$ cat src/hw/rtl/mrtp_pkg.sv
// mrtp_pkg: shared types and constants for the multi-rate tick pending counters.
// No dependencies; every other file imports this package.
package mrtp_pkg;

	localparam int NUM_DIVIDERS   = 9;
	localparam int NUM_PENDING    = 10;
	localparam int DIV_WIDTH      = 10;
	localparam int SEL_WIDTH      = 4;
	localparam int RESULT_WIDTH   = 8;
	localparam int LIMIT_WIDTH    = 8;
	localparam int APB_ADDR_WIDTH = 3;
	localparam int APB_DATA_WIDTH = 32;

	typedef logic [DIV_WIDTH-1:0] div_cnt_t;

	// 2, 5, 10, 20, 50, 100, 200, 500 and 1000 ms dividers
	localparam div_cnt_t DIV_PERIOD [NUM_DIVIDERS] = '{
		10'd2, 10'd5, 10'd10, 10'd20, 10'd50, 10'd100, 10'd200, 10'd500, 10'd1000
	};
	// phase offsets so that the slow rates do not all fire together
	localparam div_cnt_t DIV_START [NUM_DIVIDERS] = '{
		10'd0, 10'd3, 10'd7, 10'd11, 10'd37, 10'd83, 10'd121, 10'd357, 10'd777
	};

	typedef enum logic {
		OP_TICK    = 1'b0,
		OP_CONSUME = 1'b1
	} opcode_t;

	// register index, taken from paddr[2]
	typedef enum logic {
		REG_PENDING_LIMIT = 1'b0,
		REG_UNMAPPED      = 1'b1
	} reg_idx_t;

	localparam logic [LIMIT_WIDTH-1:0] LIMIT_RESET = 8'd255;

	// one accepted word, decoded
	typedef struct packed {
		logic                 tick;
		logic                 consume;
		logic [SEL_WIDTH-1:0] sel;
	} mrtp_cmd_t;

endpackage

$ cat src/hw/rtl/mrtp_if.sv
// Valid/ready channel interfaces for request and response words.
// Depends on mrtp_pkg.
interface mrtp_req_if import mrtp_pkg::*; ();
	logic                 valid;
	logic                 ready;
	logic                 opcode;
	logic [SEL_WIDTH-1:0] period_select;

	modport source (output valid, output opcode, output period_select, input ready);
	modport sink   (input valid, input opcode, input period_select, output ready);
endinterface

interface mrtp_rsp_if import mrtp_pkg::*; ();
	logic                    valid;
	logic                    ready;
	logic                    granted;
	logic [RESULT_WIDTH-1:0] pending_after;

	modport source (output valid, output granted, output pending_after, input ready);
	modport sink   (input valid, input granted, input pending_after, output ready);
endinterface

$ cat src/hw/rtl/mrtp_divider_bank.sv
// mrtp_divider_bank: nine phase-offset millisecond dividers.
// Depends on mrtp_pkg; flags a wrap for each divider on the tick that wraps it.
module mrtp_divider_bank import mrtp_pkg::*; (
	input  logic                    clk,
	input  logic                    arst_n,
	input  logic                    tick,
	output logic [NUM_DIVIDERS-1:0] wrap
);

	div_cnt_t cnt_q  [NUM_DIVIDERS];
	div_cnt_t cnt_d  [NUM_DIVIDERS];
	div_cnt_t cnt_p1 [NUM_DIVIDERS];

	always_comb begin
		for (int i = 0; i < NUM_DIVIDERS; i++) begin
			cnt_p1[i] = cnt_q[i] + 1'b1;
			wrap[i]   = tick && (cnt_p1[i] >= DIV_PERIOD[i]);
			if (!tick) begin
				cnt_d[i] = cnt_q[i];
			end else if (wrap[i]) begin
				cnt_d[i] = '0;
			end else begin
				cnt_d[i] = cnt_p1[i];
			end
		end
	end

	always_ff @(posedge clk or negedge arst_n) begin
		if (!arst_n) begin
			for (int i = 0; i < NUM_DIVIDERS; i++) begin
				cnt_q[i] <= DIV_START[i];
			end
		end else begin
			for (int i = 0; i < NUM_DIVIDERS; i++) begin
				cnt_q[i] <= cnt_d[i];
			end
		end
	end

endmodule

$ cat src/hw/rtl/mrtp_pending_bank.sv
// mrtp_pending_bank: ten saturating pending counters with consume and readback.
// Depends on mrtp_pkg; takes the divider wrap flags from mrtp_divider_bank.
module mrtp_pending_bank import mrtp_pkg::*; #(
	parameter int PENDING_WIDTH = 8
) (
	input  logic                    clk,
	input  logic                    arst_n,
	input  mrtp_cmd_t               cmd,
	input  logic [NUM_DIVIDERS-1:0] wrap,
	input  logic [LIMIT_WIDTH-1:0]  limit,
	output logic                    granted,
	output logic [RESULT_WIDTH-1:0] pending_after
);

	localparam int CW = (PENDING_WIDTH > LIMIT_WIDTH) ? PENDING_WIDTH : LIMIT_WIDTH;
	localparam logic [CW-1:0] PEND_MAX = CW'((1 << PENDING_WIDTH) - 1);

	logic [PENDING_WIDTH-1:0] cnt_q [NUM_PENDING];
	logic [PENDING_WIDTH-1:0] cnt_d [NUM_PENDING];
	logic [NUM_PENDING-1:0]   bump;
	logic [CW-1:0]            ceil;
	logic [CW-1:0]            limit_ext;
	logic [CW-1:0]            after_ext;
	logic                     in_range;
	logic [SEL_WIDTH-1:0]     sel_idx;

	assign limit_ext = CW'(limit);
	assign ceil      = (limit_ext > PEND_MAX) ? PEND_MAX : limit_ext;
	assign bump      = {wrap & {NUM_DIVIDERS{cmd.tick}}, cmd.tick};

	always_comb begin
		for (int i = 0; i < NUM_PENDING; i++) begin
			cnt_d[i] = cnt_q[i];
			if (bump[i] && (CW'(cnt_q[i]) < ceil)) begin
				cnt_d[i] = cnt_q[i] + 1'b1;
			end else if (cmd.consume && (cmd.sel == SEL_WIDTH'(i)) && (cnt_q[i] != '0)) begin
				cnt_d[i] = cnt_q[i] - 1'b1;
			end
		end
	end

	assign in_range      = cmd.sel < SEL_WIDTH'(NUM_PENDING);
	assign sel_idx       = in_range ? cmd.sel : '0;
	assign granted       = cmd.consume && in_range && (cnt_q[sel_idx] != '0);
	assign after_ext     = CW'(cnt_d[sel_idx]);
	assign pending_after = in_range ? after_ext[RESULT_WIDTH-1:0] : '0;

	always_ff @(posedge clk or negedge arst_n) begin
		if (!arst_n) begin
			for (int i = 0; i < NUM_PENDING; i++) begin
				cnt_q[i] <= '0;
			end
		end else begin
			for (int i = 0; i < NUM_PENDING; i++) begin
				cnt_q[i] <= cnt_d[i];
			end
		end
	end

endmodule

$ cat src/hw/rtl/multi_rate_tick_pending_counters.sv
// multi_rate_tick_pending_counters: top level of the periodic task pending counters.
// Depends on mrtp_pkg, mrtp_if, mrtp_divider_bank and mrtp_pending_bank.
//
//  channel | dir | fields                         | handshake
//  --------+-----+--------------------------------+-------------------------------
//  req     | in  | opcode, period_select          | valid/ready
//  rsp     | out | granted, pending_after         | valid/ready
//  apb     | in  | pending_limit at byte addr 0   | psel/penable/pwrite, pready=1
//
// One word per cycle while req.ready is high: a word is accepted, state is updated
// at that edge and the result lands in the response register at that same edge.
// req.ready drops only while the response register is full and rsp.ready is low,
// so a held result and a new request overlap whenever the sink keeps up.
// arst_n clears the dividers to their phase offsets, all pending counts to zero
// and pending_limit to 255.
module multi_rate_tick_pending_counters import mrtp_pkg::*; #(
	parameter int PENDING_WIDTH = 8
) (
	input  logic                      clk,
	input  logic                      arst_n,
	mrtp_req_if.sink                  req,
	mrtp_rsp_if.source                rsp,
	input  logic                      psel,
	input  logic                      penable,
	input  logic                      pwrite,
	input  logic [APB_ADDR_WIDTH-1:0] paddr,
	input  logic [APB_DATA_WIDTH-1:0] pwdata,
	output logic [APB_DATA_WIDTH-1:0] prdata,
	output logic                      pready
);

	logic [LIMIT_WIDTH-1:0]  limit_q;
	logic                    rsp_valid_q;
	logic                    granted_q;
	logic [RESULT_WIDTH-1:0] pending_after_q;
	logic                    accept;
	mrtp_cmd_t               cmd;
	logic [NUM_DIVIDERS-1:0] wrap;
	logic                    granted;
	logic [RESULT_WIDTH-1:0] pending_after;
	reg_idx_t                reg_idx;

	// ---------------- config port ----------------
	// register index is the word address; only index 0 is mapped
	assign pready  = 1'b1;
	assign reg_idx = reg_idx_t'(paddr[2]);
	assign prdata  = (reg_idx == REG_PENDING_LIMIT) ? APB_DATA_WIDTH'(limit_q) : '0;

	always_ff @(posedge clk or negedge arst_n) begin
		if (!arst_n) begin
			limit_q <= LIMIT_RESET;
		end else if (psel && penable && pwrite && pready && (reg_idx == REG_PENDING_LIMIT)) begin
			limit_q <= pwdata[LIMIT_WIDTH-1:0];
		end
	end

	// ---------------- request decode ----------------
	// response register frees up in the same cycle it is drained
	assign req.ready   = !rsp_valid_q || rsp.ready;
	assign accept      = req.valid && req.ready;
	assign cmd.tick    = accept && (opcode_t'(req.opcode) == OP_TICK);
	assign cmd.consume = accept && (opcode_t'(req.opcode) == OP_CONSUME);
	assign cmd.sel     = req.period_select;

	mrtp_divider_bank u_div (
		.clk    (clk),
		.arst_n (arst_n),
		.tick   (cmd.tick),
		.wrap   (wrap)
	);

	mrtp_pending_bank #(
		.PENDING_WIDTH (PENDING_WIDTH)
	) u_pend (
		.clk           (clk),
		.arst_n        (arst_n),
		.cmd           (cmd),
		.wrap          (wrap),
		.limit         (limit_q),
		.granted       (granted),
		.pending_after (pending_after)
	);

	// ---------------- response register ----------------
	always_ff @(posedge clk or negedge arst_n) begin
		if (!arst_n) begin
			rsp_valid_q <= 1'b0;
		end else if (accept) begin
			rsp_valid_q <= 1'b1;
		end else if (rsp.ready) begin
			rsp_valid_q <= 1'b0;
		end
	end

	always_ff @(posedge clk) begin
		if (accept) begin
			granted_q       <= granted;
			pending_after_q <= pending_after;
		end
	end

	assign rsp.valid         = rsp_valid_q;
	assign rsp.granted       = granted_q;
	assign rsp.pending_after = pending_after_q;

endmodule

$ cat src/flat_wrapper.sv
// flat-port wrapper written by rule: the top's interface ports become plain ports
module multi_rate_tick_pending_counters_flat import mrtp_pkg::*;
#(
	parameter int PENDING_WIDTH = 8
)
  (clk, arst_n, psel, penable, pwrite, paddr, pwdata, prdata, pready, req_valid, req_opcode, req_period_select, req_ready, rsp_valid, rsp_granted, rsp_pending_after, rsp_ready);
  mrtp_req_if req_i ();
  mrtp_rsp_if rsp_i ();
  input  logic clk;
  input  logic arst_n;
  input  logic psel;
  input  logic penable;
  input  logic pwrite;
  input  logic [APB_ADDR_WIDTH-1:0] paddr;
  input  logic [APB_DATA_WIDTH-1:0] pwdata;
  output logic [APB_DATA_WIDTH-1:0] prdata;
  output logic pready;
  input wire logic [$bits(req_i.valid)-1:0] req_valid;
  input wire logic [$bits(req_i.opcode)-1:0] req_opcode;
  input wire logic [$bits(req_i.period_select)-1:0] req_period_select;
  output wire logic [$bits(req_i.ready)-1:0] req_ready;
  output wire logic [$bits(rsp_i.valid)-1:0] rsp_valid;
  output wire logic [$bits(rsp_i.granted)-1:0] rsp_granted;
  output wire logic [$bits(rsp_i.pending_after)-1:0] rsp_pending_after;
  input wire logic [$bits(rsp_i.ready)-1:0] rsp_ready;
  assign req_i.valid = req_valid;
  assign req_i.opcode = req_opcode;
  assign req_i.period_select = req_period_select;
  assign req_ready = req_i.ready;
  assign rsp_valid = rsp_i.valid;
  assign rsp_granted = rsp_i.granted;
  assign rsp_pending_after = rsp_i.pending_after;
  assign rsp_i.ready = rsp_ready;
  multi_rate_tick_pending_counters #(.PENDING_WIDTH(PENDING_WIDTH)) u_core (.clk(clk), .arst_n(arst_n), .req(req_i), .rsp(rsp_i), .psel(psel), .penable(penable), .pwrite(pwrite), .paddr(paddr), .pwdata(pwdata), .prdata(prdata), .pready(pready));
endmodule
$ cat config.mk
export PLATFORM = sky130hd
export DESIGN_NAME = multi_rate_tick_pending_counters_flat
export DESIGN_NICKNAME = d
export VERILOG_FILES = /design/src/hw/rtl/mrtp_pkg.sv /design/src/hw/rtl/mrtp_if.sv /design/src/hw/rtl/mrtp_divider_bank.sv /design/src/hw/rtl/mrtp_pending_bank.sv /design/src/hw/rtl/multi_rate_tick_pending_counters.sv /design/src/flat_wrapper.sv
export SDC_FILE = /design/constraint.sdc
export NUM_CORES = 1
export LEC_CHECK = 0
export BUFFER_PORTS_ARGS = -buffer_cell sky130_fd_sc_hd__buf_2
export CORE_MARGIN = 2
export CORE_UTILIZATION = 53
export CTS_CLUSTER_DIAMETER = 150
export DETAILED_ROUTE_END_ITERATION = 8
export PLACE_DENSITY = 0.73
export SLEW_MARGIN = 0
export SYNTH_ARGS = -nofsm -noshare
export SYNTH_HDL_FRONTEND = slang
export SYNTH_HIERARCHICAL = 1
export SYNTH_SLANG_ARGS = --single-unit
$ cat constraint.sdc
create_clock -name clk -period 7.7 [get_ports clk]
set_clock_uncertainty 0.2 [all_clocks]
set_input_delay 1.54 -clock clk [delete_from_list [all_inputs] [get_ports clk]]
set_output_delay 1.54 -clock clk [all_outputs]
set_load 0.01 [all_outputs]
Word level (Yosys, flattened, before mapping)
Cells that the tools add are included.

word-level totals
  bits in registers = 188
  bits of input ports = 47
  output and inout port bits = 44

operators by class
  bitwise logic cells = 4
  magnitude comparators = 22
  multiplexer cells = 40
  reduce and logical (&&, ||, !) cells = 62
  eq/ne operators = 9
  add/subtract/negate cells = 29

operator list
  kind                     number
  $mux W8                  26
  $add A10 B1 Y10 const B  9
  $mux W10                 9
  $reduce_bool A8 Y1       11
  $add A8 B1 Y8 const B    10
  $lt A8 B8 Y1             10
  $sub A8 B1 Y8 const B    10
  $bmux W8 S4              2
  $logic_and A1 B1 Y1      47
  $eq A4 B3 Y1 const B     4
  $ge A10 B10 Y1 const B   1
  $ge A10 B2 Y1 const B    1
  $ge A10 B3 Y1 const B    1
  $ge A10 B4 Y1 const B    1
  $ge A10 B5 Y1 const B    1
  $ge A10 B6 Y1 const B    1
  $ge A10 B7 Y1 const B    1
  $ge A10 B8 Y1 const B    1
  $ge A10 B9 Y1 const B    1
  $and A9 B9 Y9            1
  $eq A4 B2 Y1 const B     2
  $eq A4 B4 Y1 const B     2
  $gt A8 B8 Y1 const B     1
  $ge A5 B5 Y1 const B     1
  other kinds (10)         12

Logic depth before layout (Yosys ltp)
Gate-level depths: netlist of run 1.

  depth after elaboration = 11
  depth in mapped cells = 16
  depth with buffers taken out = 15

Cells and area by module
The synthesis of run 1 kept the hierarchy.

modules (own cells, without submodules)
  module                            seq. area each (µm²)  area an instance (µm²)  cells each  times used
  mrtp_pending_bank                 2001.9                7996.4                  905         1
  mrtp_divider_bank                 2288.4                5248.8                  559         1
  multi_rate_tick_pending_counters  505.5                 918.4                   68          1

Least setup slack after synthesis of run 1
No wires, ideal clock.

  kind = input port to flip-flop
  start point = input rsp_ready
  end point = register u_core.pending_after_q[2], in the netlist u_core/rsp.pending_after[2] (data pin)
  cell stages on the path = 15
  required time = 7.235 ns
  arrival time = 4.778 ns
  setup slack = 2.457 ns
  cell sequence = nand2b_1 -> nor3b_1 -> clkbuf_1 -> clkbuf_1 -> clkbuf_1 -> and2_1 -> nand3b_1 -> a221o_1 -> a21o_1 -> and3_1 -> a21oi_1 -> xnor2_2 -> mux4_2 -> nor2b_1 -> or3_1

RTL lines
  element               RTL line                                RTL
  from (decl)           flat_wrapper.sv:25                      input wire logic [$bits(rsp_i.ready)-1:0] rsp_ready;
  to (signal assigned)  multi_rate_tick_pending_counters.sv:98  pending_after_q <= pending_after;
  to (decl)             multi_rate_tick_pending_counters.sv:35  logic [RESULT_WIDTH-1:0] pending_after_q;

==> impl_results.md, run 1 <==
* Largest net degree at the start of global routing at 116
* Vias/cell at 6.28
* CTS Hold Bufs at 0
* Internal at 2400 uW
* Failing checks: design-rule violations
* TritonCTS Buffers at 17
* Root Buffer: clkbuf_16
* Placed wire-length estimate at 24200 microns
* Setup-failing EPs final at 0
* Pre-antenna DRT Iters at 9
* Net Sw Power at 1770 uW
* # nets final at 1693
* IO Port Bufs at 39
* Post-CTS setup buffer count at 0
* Crit Path Class: in2reg
* Post-Syn Area at 14200 sq um
* Antenna violations before repair at 0
* FP Rows at 59
* Post-route DRC at 4
* Crit path max-delay family: compound AO/OA/AOI/OAI gates
* Post-synthesis sequential area ratio at 0.339
* Total clock sinks at 188
* Clk slew on worst S/H paths at 70 ps
* Clock buffer depth at 2
* Cell taking the most area after synthesis: dfrtp_1
* Clock insertion delay at the later pin of the skew report at 450 ps
* Die height at 167 microns
* Fill count at 2273
* Slowest stage cell, crit path: a41oi_1
* Maximum clock frequency at 182 MHz
* Final hold violations at 0
* Tmin final at 5490 ps
* Maximum level of the CTS H-tree at 4
* Max_cap viols at 0
* Vias in the first global route at 11.2k
* WP buf/inv at 1
* Multi-input logic area at 8650 sq um
* Avg Inst Size Synth at 9.25 sq um
* Combinational Power Share at 0.369
* Sequential share of power at 0.414
* CP dominant cell by count: mux2i_1
* Register area at 4800 sq um
* Ratio of cells with drive above 1 in the final layout at 0.115
* Arrival @ worst endpoint at 5600 ps
* Post-cts repair resize count at 0
* Clock share of power at 0.217
* I/O Pins at 91
* Synthesis-stage register bit count at 188
* Slew HR at 0.262
* Routed len/inst at 18.9 microns
* Req. time, crit path at 7810 ps
* Starting Density at 0.542
* Layout Utilization at 0.572
* Switching share of power at 0.425
* Synth cell types at 106
* Number of DRC markers in iteration 0 at 953
* P&R area growth vs syn at 5.47%
* Crit path launch type: input port
* Synth Warn # at 6
* Vias at 11.8k
* Synth area leaders: dfrtp_1, ha_1, dfstp_2
* FFs w/ async S/R, synth at 0.952
* PD cells at 279 nW/um^2
* Post-synth EDFFs at 9
* Count leader, synth: dfrtp_1
* Max-slew violations at 0
* Crit path max fanout at 12
* RSZ-0062 raised after global routing: no
* Top_reg_cell synth: dfrtp_1
* Core box area at 26100 sq um
* TritonCTS clock tree: yes
* Antenna cells at 0
* Final wirelength at 35400 microns
* Antenna Violating Nets Remaining at 0
* Mapped Cells at 1532
* LEAKAGE at 0.00658 uW
* Worst slew pin tran at 1090 ps
* Fin Setup TNS at 0 ps
* Final Cycle Share at 0.713
* First-pass GRT wire length at 57400 microns
* Die Span X at 167 microns
* Cell breakdown of the critical path: buf_2, nand2b_1, nor3b_2, o21ai_1, nor4b_4, nand2_1, a211o_1, a41oi_1, mux2i_1, xor2_1, mux2i_1, o21ai_0, o41a_1
* Gpl congestion at 0.943
* HP Class: reg2reg
* GRT Total Usage at 0.253
* Peak VDD IR at 0.000190 V
* Top-area cell type share of the netlist area at 0.251
* R2R Setup Slk at 2320 ps
* Critical path endpoint category: flop
* Die area at 28000 sq um
* Synth cell count leaders: dfrtp_1, ha_1, nor2_1
* Grt ovf at 0
* Crit-path max cell delay at 820 ps
* Outcome: finished, violations left
-- metal layers --
metal  vias to the layer above  track usage  wire (microns)  part of all wire
met5                         -            0               0                 0
met4                         0       0.0907            1040             0.029
met3                        75       0.0395            1990             0.056
met2                       376        0.414           16400              0.46
met1                      5717        0.342           16000              0.45
li1                       5607            -               -                 -
-- final timing paths --
kind / end / from / depth (start not counted)
worst max-delay path: u_core/rsp.pending_after[3] / rsp_ready / 13
worst min-delay path: u_core/u_div/cnt_q[9] / u_core/u_div/cnt_q[9] / 1
worst max register to register: u_core/rsp.pending_after[2] / u_core/u_div/cnt_q[20] / 15
worst min register to register: u_core/u_div/cnt_q[9] / u_core/u_div/cnt_q[9] / 1
max in group asynchronous: u_core/u_pend/cnt_q[69] / arst_n / 2
min in group asynchronous: u_core/u_div/cnt_q[48] / arst_n / 1
-- sequential cells by signal, summed over array words and instances, names as in the netlist --
| name | flops |
|---|---|
| u_core/u_pend/cnt_q | 80 |
| u_core/rsp.pending_after | 8 |
| u_core/u_div/cnt_q | 90 |
| u_core/limit_q | 8 |
| u_core/rsp.granted | 1 |
| u_core/rsp.valid | 1 |
-- through the flow --
step	hold slack [ps]	total power (uW)	instance area, sq um	setup WS, ps	std cells
final	289	4160	14900	2210	1876
after global routing	305	4450	14900	1840	1876
after CTS	293	4150	14900	2190	1876
after detailed placement	281	3230	14300	1780	1844
after global placement	273	3150	14300	1820	1844
after floorplan	265	2810	14200	2460	1555
-- cell usage in the layout, fill, tap and decap left out, drive strengths merged, types with 12 or more instances in the layout --
cell type / instances
nand2: 101
o31ai: 15
a21o: 13
o21ai: 74
a21oi: 40
conb: 25
ha: 118
nor2b: 68
nand2b: 14
nor3: 53
xor2: 29
dfstp: 37
buf: 43
inv: 65
nor2: 113
nand3: 64
dfrtp: 142
and2: 16
mux2i: 38
mux2: 17
clkbuf: 20
a211oi: 33
a31oi: 23
xnor2: 62
and3: 34
o22ai: 12
nor4: 28
nor3b: 12
nand4: 32
-- kinds of logic (layout without fill, tap and decap cells) --
logic type,after synthesis,after routing,share of synthesized area
AO/OA/AOI/OAI,313,313,0.157
XOR/XNOR,91,91,0.0568
adder cells (fa/ha/maj),118,118,0.104
buffers and inverters,150,136,0.0568
flip-flops,188,188,0.339
multiplexers,59,59,0.0470
other,2,25,0.000530
AND/OR/NAND/NOR,611,611,0.239
-- cell type report --
type | instances | area share
timing repair buffer | 44 | 0.0162
tap | 335 | 0.0281
sequential | 188 | 0.321
clock buffer | 19 | 0.0297
inverter | 60 | 0.0154
clock inverter | 13 | 0.0103
multi-input combinational | 1217 | 0.579
-- power groups by stage --
| stage | logic, uW | registers [uW] | clock network [uW] |
|---|---|---|---|
| 2_1_floorplan | 1260 | 1550 | 0 |
| 3_3_place_gp | 1440 | 1710 | 0 |
| 3_5_place_dp | 1510 | 1720 | 0 |
| 4_1_cts | 1520 | 1710 | 915 |
| 5_1_grt | 1720 | 1770 | 959 |
| 6_report | 1540 | 1720 | 902 |
Note: power is estimated with default switching activity, not from simulation.
==> inputs of run 2 (changes only) <==
==> constraint.sdc (replaced) <==
create_clock -name clk -period 5.5 [get_ports clk]
set_clock_uncertainty 0.2 [all_clocks]
set_input_delay 1.1 -clock clk [delete_from_list [all_inputs] [get_ports clk]]
set_output_delay 1.1 -clock clk [all_outputs]
set_load 0.01 [all_outputs]
==> impl_results.md, run 2 (synthesis results as in run 1) <==
* Die area at 28000 sq um (unchanged)
* P&R area growth vs syn at 6.29%
* Max-slew violations at 0 (unchanged)
* Clock buffer depth at 2 (unchanged)
* Placed wire-length estimate at 24700 microns (+2.2%)
* TritonCTS Buffers at 17 (unchanged)
* Max reg flops at 90 (unchanged)
* Setup-failing EPs final at 0 (unchanged)
* Post-route DRC at 4 (unchanged)
* Most common cell after layout, fill and taps aside: dfrtp_1
* Routed len/inst at 18.6 microns (-1.4%)
* Tmin final at 4600 ps
* Gpl congestion at 0.954 (+1.2%)
* Most frequent cells in the layout: dfrtp_1, ha_1, nor2_1
* Hold EP: u_core/u_div/cnt_q[9]
* Clock insertion delay at the later pin of the skew report at 440 ps (about the same)
* Worst slew pin tran at 1100 ps (+8.45 ps)
* R2r startpoint: u_core/u_div/cnt_q[30]
* Slew HR at 0.261 (-0.00101)
* Peak VDD IR at 0.000317 V (+67%)
* Antenna cells at 0 (unchanged)
* Final hold violations at 0 (unchanged)
* Hold Startpoint: u_core/u_div/cnt_q[9]
* Top flop regs: u_core/u_div/cnt_q x90, u_core/u_pend/cnt_q x80
* Placed cell area at 14500 sq um (+0.77%)
* First-pass GRT wire length at 57400 microns (unchanged)
* Grt ovf at 0 (unchanged)
* Final Cycle Share at 0.836
* Fill count at 2291 (+0.79%)
* LEAKAGE at 0.00666 uW (+1.3%)
* R2R cell count at 15 (unchanged)
* Outcome: finished, violations left
* PD cells at 389 nW/um^2 (+40%)
* Fin Setup TNS at 0 ps (unchanged)
* R2R Path End: u_core/rsp.pending_after[2]
* Post-cts repair resize count at 0 (unchanged)
* Post-Place Cells at 1857 (+0.70%)
* Req. time, crit path at 5480 ps (-2330 ps)
* Critical path endpoint category: flop
* Die height at 167 microns (unchanged)
* Number of DRC markers in iteration 0 at 1091 (+14%)
* Crit Path Class: reg2reg
* I/O Pins at 91 (unchanged)
* Antenna Violating Nets Remaining at 0 (unchanged)
* Post-CTS setup buffer count at 0 (unchanged)
* TritonCTS clock tree: yes
* IO Port Bufs at 39 (unchanged)
* Die Span X at 167 microns (unchanged)
* Core box area at 26100 sq um (unchanged)
* Failing checks: design-rule violations
* Clk slew on worst S/H paths at 80 ps (about the same)
* Starting Density at 0.542 (unchanged)
* Vias in the first global route at 11.1k (-1.4%)
* Vias/cell at 6.23 (-0.76%)
* Maximum clock frequency at 218 MHz
* CTS Hold Bufs at 0 (unchanged)
* Crit path launch type: flop
* Crit path max fanout at 13 (+1)
* GRT Total Usage at 0.253 (+0.000346)
* Hold path depth at 1 (unchanged)
* Largest net degree at the start of global routing at 119 (+2.6%)
* # nets final at 1706 (+0.77%)
* Arrival @ worst endpoint at 4570 ps (-1030 ps)
* Overall power at 5860 uW (+41%)
* Antenna violations before repair at 0 (unchanged)
* Vias at 11.8k (-0.068%)
* R2R Setup Slk at 900 ps (-1420 ps)
* RSZ-0062 raised after global routing: no
* Root Buffer: clkbuf_16
* Pre-antenna DRT Iters at 8 (-1)
* Ratio of cells with drive above 1 in the final layout at 0.123 (+0.00805)
* Final wirelength at 35200 microns (-0.70%)
* HP Class: reg2reg
* Design area at 15100 sq um (+0.78%)
* Hold slack at 286 ps (-2.78 ps)
* FP Rows at 59 (unchanged)
* Maximum level of the CTS H-tree at 4 (unchanged)
* Register with the most flip-flops: u_core/u_div/cnt_q
* Fin cells at 1889 (+0.69%)
* Total clock sinks at 188 (unchanged)
* Max_cap viols at 0 (unchanged)
==> run 2: changes by cell type in the layout (fill, tap and decap cells not counted), sizes merged <==
cell / change
clkinvlp: -1
clkbuf: -1
buf: +13
inv: +6
clkinv: -4
==> run 2: worst max-delay path by stage <==
stage          cells after the start  slack (ps)                   start                     endpoint
2_1_floorplan                     15         700               rsp_ready  u_core/rsp.pending_after[2]
3_3_place_gp                      16         850               rsp_ready  u_core/rsp.pending_after[3]
3_5_place_dp                      14         810               rsp_ready  u_core/rsp.pending_after[2]
4_1_cts                           15         910  u_core/u_div/cnt_q[30]  u_core/rsp.pending_after[2]
5_1_grt                           15         620  u_core/u_div/cnt_q[30]  u_core/rsp.pending_after[2]
6_report                          15         900  u_core/u_div/cnt_q[30]  u_core/rsp.pending_after[2]
==> run 2: report_power, final <==
group	total, uW	internal, uW	switching, uW	leakage, uW
Combinational	2160	917	1240	0.00398
Clock	1290	667	620	0.000299
Sequential	2410	1790	628	0.00238
Total	5860	3370	2490	0.00666
==> run 2: cell type report <==
cell class / count / area [sq um] / share of cell area
Clock buffer: 18 / 439 / 0.0292
Inverter: 60 / 230 / 0.0153
Multi-Input combinational cell: 1217 / 8650 / 0.575
Tap cell: 335 / 419 / 0.0278
Timing Repair Buffer: 57 / 352 / 0.0234
Clock inverter: 14 / 164 / 0.0109
Sequential cell: 188 / 4800 / 0.319
==> run 2: routing by layer <==
layer	GRT usage	wire, microns	vias to the layer above
li1	-	-	5625
met5	0	0	-
met1	0.343	15800	5722
met4	0.0813	862	0
met3	0.0404	2070	56
met2	0.417	16400	364
==> run 2: worst max-delay path, cell delays in order (launching register included) <==
cell	delay (ps)
dfstp_2	590
ha_1	260
nand4_1	200
nor3b_1	380
a211oi_2	130
o22ai_2	350
and2_1	290
nand3b_1	110
a211oi_1	190
buf_4	240
nor3b_1	100
a21oi_1	180
xnor2_1	110
mux4_2	460
nor2b_1	170
or3_1	380
==> run 2: metrics by stage <==
step | setup slack [ps] | util
2_1_floorplan | 697 | -
3_3_place_gp | 849 | 0.553
3_5_place_dp | 810 | 0.553
4_1_cts | 915 | 0.576
5_1_grt | 615 | 0.576
6_report | 905 | 0.576
